--- src/design/spq_pkg.sv ---
// shared types, codes and default sizes for the sorted priority queue
package spq_pkg;

  localparam int DEPTH_DEF     = 64;
  localparam int KEY_BITS_DEF  = 16;
  localparam int COST_BITS_DEF = 16;

  // request codes
  typedef enum logic [1:0] {
    REQ_PUSH     = 2'd0,
    REQ_POP      = 2'd1,
    REQ_CONTAINS = 2'd2,
    REQ_REMOVE   = 2'd3
  } req_t;

  // per-cycle commands broadcast to every cell
  typedef struct packed {
    logic prio_mode;
    logic pop_shift;
    logic load_match;
    logic scan;
    logic compact;
  } cell_ctrl_t;

  // flags of the insert wave travelling from cell to cell
  typedef struct packed {
    logic valid;
    logic shifting;
  } carry_t;

endpackage

--- src/design/spq_cell.sv ---
// one storage cell of the queue chain: holds an entry and trades with its neighbors
module spq_cell #(
  parameter int KEY_BITS  = spq_pkg::KEY_BITS_DEF,
  parameter int COST_BITS = spq_pkg::COST_BITS_DEF
) (
  input  logic                 clk,
  input  logic                 rst,
  input  spq_pkg::cell_ctrl_t  ctrl,
  input  logic                 occ,
  input  logic [KEY_BITS-1:0]  req_key,
  input  spq_pkg::carry_t      cin,
  input  logic [KEY_BITS-1:0]  cin_key,
  input  logic [COST_BITS-1:0] cin_cost,
  input  logic [KEY_BITS-1:0]  nxt_key,
  input  logic [COST_BITS-1:0] nxt_cost,
  input  logic                 nxt_keep,
  input  logic                 nxt_mark,
  input  logic                 prv_keep,
  output spq_pkg::carry_t      cout,
  output logic [KEY_BITS-1:0]  cout_key,
  output logic [COST_BITS-1:0] cout_cost,
  output logic [KEY_BITS-1:0]  ent_key,
  output logic [COST_BITS-1:0] ent_cost,
  output logic                 keep,
  output logic                 mark
);

  logic key_eq;

  assign key_eq = (ent_key == req_key);

  always_ff @(posedge clk) begin
    if (rst) begin
      cout <= '0;
      keep <= 1'b0;
      mark <= 1'b0;
    end else begin
      cout <= '0;
      // insert wave: settle in an empty slot, swap in, or pass along
      if (cin.valid) begin
        if (!occ) begin
          ent_key  <= cin_key;
          ent_cost <= cin_cost;
        end else if (cin.shifting || (ctrl.prio_mode && (ent_cost > cin_cost))) begin
          ent_key   <= cin_key;
          ent_cost  <= cin_cost;
          cout      <= '{valid: 1'b1, shifting: 1'b1};
          cout_key  <= ent_key;
          cout_cost <= ent_cost;
        end else begin
          cout      <= '{valid: 1'b1, shifting: 1'b0};
          cout_key  <= cin_key;
          cout_cost <= cin_cost;
        end
      end
      if (ctrl.pop_shift) begin
        ent_key  <= nxt_key;
        ent_cost <= nxt_cost;
      end
      if (ctrl.load_match) begin
        mark <= occ && key_eq;
        keep <= occ && !key_eq;
      end
      if (ctrl.scan) begin
        mark <= nxt_mark;
      end
      // hole pulls from the right, a cell whose entry moved left becomes a hole
      if (ctrl.compact) begin
        if (!keep) begin
          ent_key  <= nxt_key;
          ent_cost <= nxt_cost;
          keep     <= nxt_keep;
        end else if (!prv_keep) begin
          keep <= 1'b0;
        end
      end
    end
  end

endmodule

--- config.mk ---
export PLATFORM = sky130hd
export DESIGN_NAME = spq_cell
export DESIGN_NICKNAME = d
export VERILOG_FILES = /design/src/design/spq_pkg.sv /design/src/design/spq_cell.sv
export SDC_FILE = /design/constraint.sdc
export NUM_CORES = 1
export LEC_CHECK = 0
export ABC_AREA = 1
export BUFFER_PORTS_ARGS = -buffer_cell sky130_fd_sc_hd__buf_2
export CORE_MARGIN = 5
export CORE_UTILIZATION = 45
export CTS_BUF_LIST = sky130_fd_sc_hd__clkbuf_2
export DETAILED_ROUTE_END_ITERATION = 8
export PLACE_DENSITY = 0.77
export SLEW_MARGIN = 25
export SYNTH_ARGS = -nofsm -noshare
export SYNTH_HDL_FRONTEND = slang
export SYNTH_SLANG_ARGS = --single-unit
--- constraint.sdc ---
create_clock -name clk -period 2.9 [get_ports clk]
set_input_delay 0.29 -clock clk [delete_from_list [all_inputs] [get_ports clk]]
set_output_delay 0.29 -clock clk [all_outputs]
set_load 0.02 [all_outputs]
==> metrics.txt <==
total power=between 0.002 and 0.0025 W; Root Driver=clkbuf_2; I/O pin cnt=161; synth-to-layout area growth=25.71%; setup TNS=0 ns; post-CTS sizing=0; fin area=5120 um^2; CP max stage cell=edfxtp_1; GPL Wtd Cong=0.8359; Rows=34; Longest Clk Path Bufs=2; PwrDens=around 490 nW/um^2; Mapped Cells=499; internal power=0.001733 W; Clock Power Share=29.2%; RSZ-0062 raised after global routing=no; via density per instance=around 4.9; Mapped Nets=608; Max Transition Viols Final=0; Max Cap Viol=0; Vias=3,778; largest net degree at the start of global routing=41; share of layout cells above drive strength 1=29.39%; Net Sw Frac=30.24%; CTS tree=done; Combinational Power Share=22.3%; Initial Util=46.47%; vias in the first global route=3,780; CP max stage delay=0.49 ns; Yosys cell types=25; #FFs+latches synth=slightly below 70; Data arrival, critical path=2.66 ns; Hold Path Class=primary input to register; drt total wl=between 10,000 and 15,000 um; Worst Tran Pin Value=0.9852 ns; Critical Path Fanout Max=32; kind of critical path=register to register; final setup vio count=0; grt total ovfl=0; Die Span X=105.1 um; Clock Skews=between 0.03 and 0.04 ns; mapped cell area=4073 um^2; 1st-pass router iterations=5; Worst Path Buf+Inv=0; CP Cell Sequence=ha_1 > nand2_2 > nor2_4 > nand2_2 > nor2_2 > a21boi_1 > nand2_2 > nand3_4 > nand2_4 > nand2_1 > nand3_1 > nand2_1; Core Region=8763 um^2; Yosys top cell area share=~47%; die footprint=11,050 um^2; number of DRC markers after the initial detailed-route iteration=around 170; Yosys warnings=0; # clock sinks=68; H-tree Lvls=3; n_diodes=0; CTS Buf Count=9; Max VDD drop=roughly 0.24 mV; Largest delay share family, worst path=simple AND/OR/NAND/NOR gates; CP required=3.14 ns; Pleak=2.674 nW; Die H=105.1 um; status=finished, final reports clean; startpoint types=register; Util after Layout=58.42%; net switching power=0.0007512 W; DRC errors left=0; Nets=764; first-pass GRT wire length=17,940 um; clk slew on worst S/H paths=0.21 ns; fmax=about 410 MHz; wire length per cell=around 15 um; post-DP HPWL=8398 um; Slew HR=33.91%; DP Area=4950 um^2; Mapped Avg Cell Area=8.162 um^2; post-synth top area cell=edfxtp_1; Tmin final=2.424 ns; most used cell along the critical path=nand2_2; crit end category=register; initial antenna violation count=0; fraction of power consumed by sequential logic=48.5%; crit share post-route=83.58%; GRT Util Overall=19.94%; Fin. Hold Viols=0; residual antenna-violating net count after detailed routing=0; Skew-Pair Late Insertion Delay=between 0.4 and 0.5 ns; top post-synthesis cells by area=edfxtp_1, nand2_1, nand3_1; Seq/Total Area, Yosys=49.16%; port bufs=160
power by group through the flow:
| stage | Sequential, W | Combinational, W | Clock (W) |
|---|---|---|---|
| after floorplan | 0.00129 | 0.000292 | 0 |
| after global placement | 0.00122 | 0.000537 | 0 |
| after detailed placement | 0.00123 | 0.000555 | 0 |
| after CTS | 0.00120 | 0.000558 | 0.000737 |
| after global routing | 0.00121 | 0.000623 | 0.000784 |
| final | 0.00120 | 0.000554 | 0.000725 |
cell type report:
class                           instances  area, um^2
Fill cell                             815        3643
Tap cell                              108       135.1
Sequential cell                        68        2002
Timing Repair Buffer                  167       868.3
Clock buffer                            9       45.04
Inverter                               80       300.3
Multi-Input combinational cell        329        1654
Clock inverter                          7       115.1
worst reg2reg max path, stage by stage, from the launching register on:
cell and delay, ns:
edfxtp_1 0.49, ha_1 0.34, nand2_2 0.08, nor2_4 0.11, nand2_2 0.06, nor2_2 0.09
a21boi_1 0.08, nand2_2 0.11, nand3_4 0.20, nand2_4 0.38, nand2_1 0.09, nand3_1 0.08
nand2_1 0.07
state kept, by name, summed over array words and instances, names as in the netlist:
signal / count
keep: 1
cout_key: 16
ent_cost: 16
mark: 1
ent_key: 16
cout_cost: 16
cout: 2
logic make-up after synthesis:
group           Yosys count  share of synthesized area (%)
compound gates           48                          6.083
xor+xnor                 12                          2.581
fa+ha+maj                16                          4.915
buf+inv                 102                          10.48
flops                    68                          49.16
simple gates            253                          26.79
per-stage QoR:
stage / instances / setup slack, ns / hold WS [ns]
3_3_place_gp: 751 / 0.5479 / 0.5235
6_report: 768 / 0.4762 / 0.05993
3_5_place_dp: 751 / 0.5043 / 0.5353
4_1_cts: 768 / 0.4884 / 0.01435
5_1_grt: 768 / 0.2334 / 0.01603
2_1_floorplan: 499 / 0.4540 / 0.3591
path summary, 6_finish.rpt:
kind,slack (ns),to,cells after the start,start
setup / recovery,0.48,ent_cost[4],12,ent_cost[15]
hold / removal,0.06,ent_cost[2],3,nxt_cost[2]
setup reg to reg,0.48,ent_cost[4],12,ent_cost[15]
hold reg to reg,0.59,mark,2,mark
placed cells by master, fill, tap and decap left out:
cell type	synthesis	layout
bufinv_16	0	3
buf_12	0	1
ha_1	16	16
nand4_1	4	4
dlygate4sd3_1	0	1
nand3_4	1	1
a21o_1	1	1
buf_4	3	5
nand3_1	66	66
a21oi_1	11	11
inv_1	80	79
nor2_1	13	11
nand2_1	159	159
nor2_4	1	2
xnor2_1	9	9
clkinv_1	0	2
xor2_1	3	3
edfxtp_1	64	64
clkbuf_2	0	9
clkinv_4	0	1
clkinv_2	0	1
nand2_2	4	4
o21ai_0	34	34
nor2_2	1	2
dfxtp_1	4	4
a21boi_0	1	1
nand2_4	1	1
clkinvlp_4	0	1
buf_2	8	160
a21boi_1	1	1
or2_2	3	3
routing by layer:
metal / share of wire (%) / global-route usage, %
met5: 0 / 0
met1: 40 / 23.93
met3: 6.9 / 3.391
met4: 2.2 / 8.128
met2: 50 / 35.25
cell usage after synthesis (all sizes together):
master  count
nand2     164
inv        80
nand3      67
edfxtp     64
o21ai      34
ha         16
nor2       15
buf        14
a21oi      11
xnor2       9
clkbuf      8
dfxtp       4
nand4       4
or2         3
xor2        3
a21boi      2
a21o        1
repair_timing:
item | CTS | global route
setup endpoints to repair | 0 | 0
setup buffers | 0 | 0
hold buffers | 1 | 0
endpoints found under the hold margin | 2 | 0
Note: power is estimated with default switching activity, not from simulation.
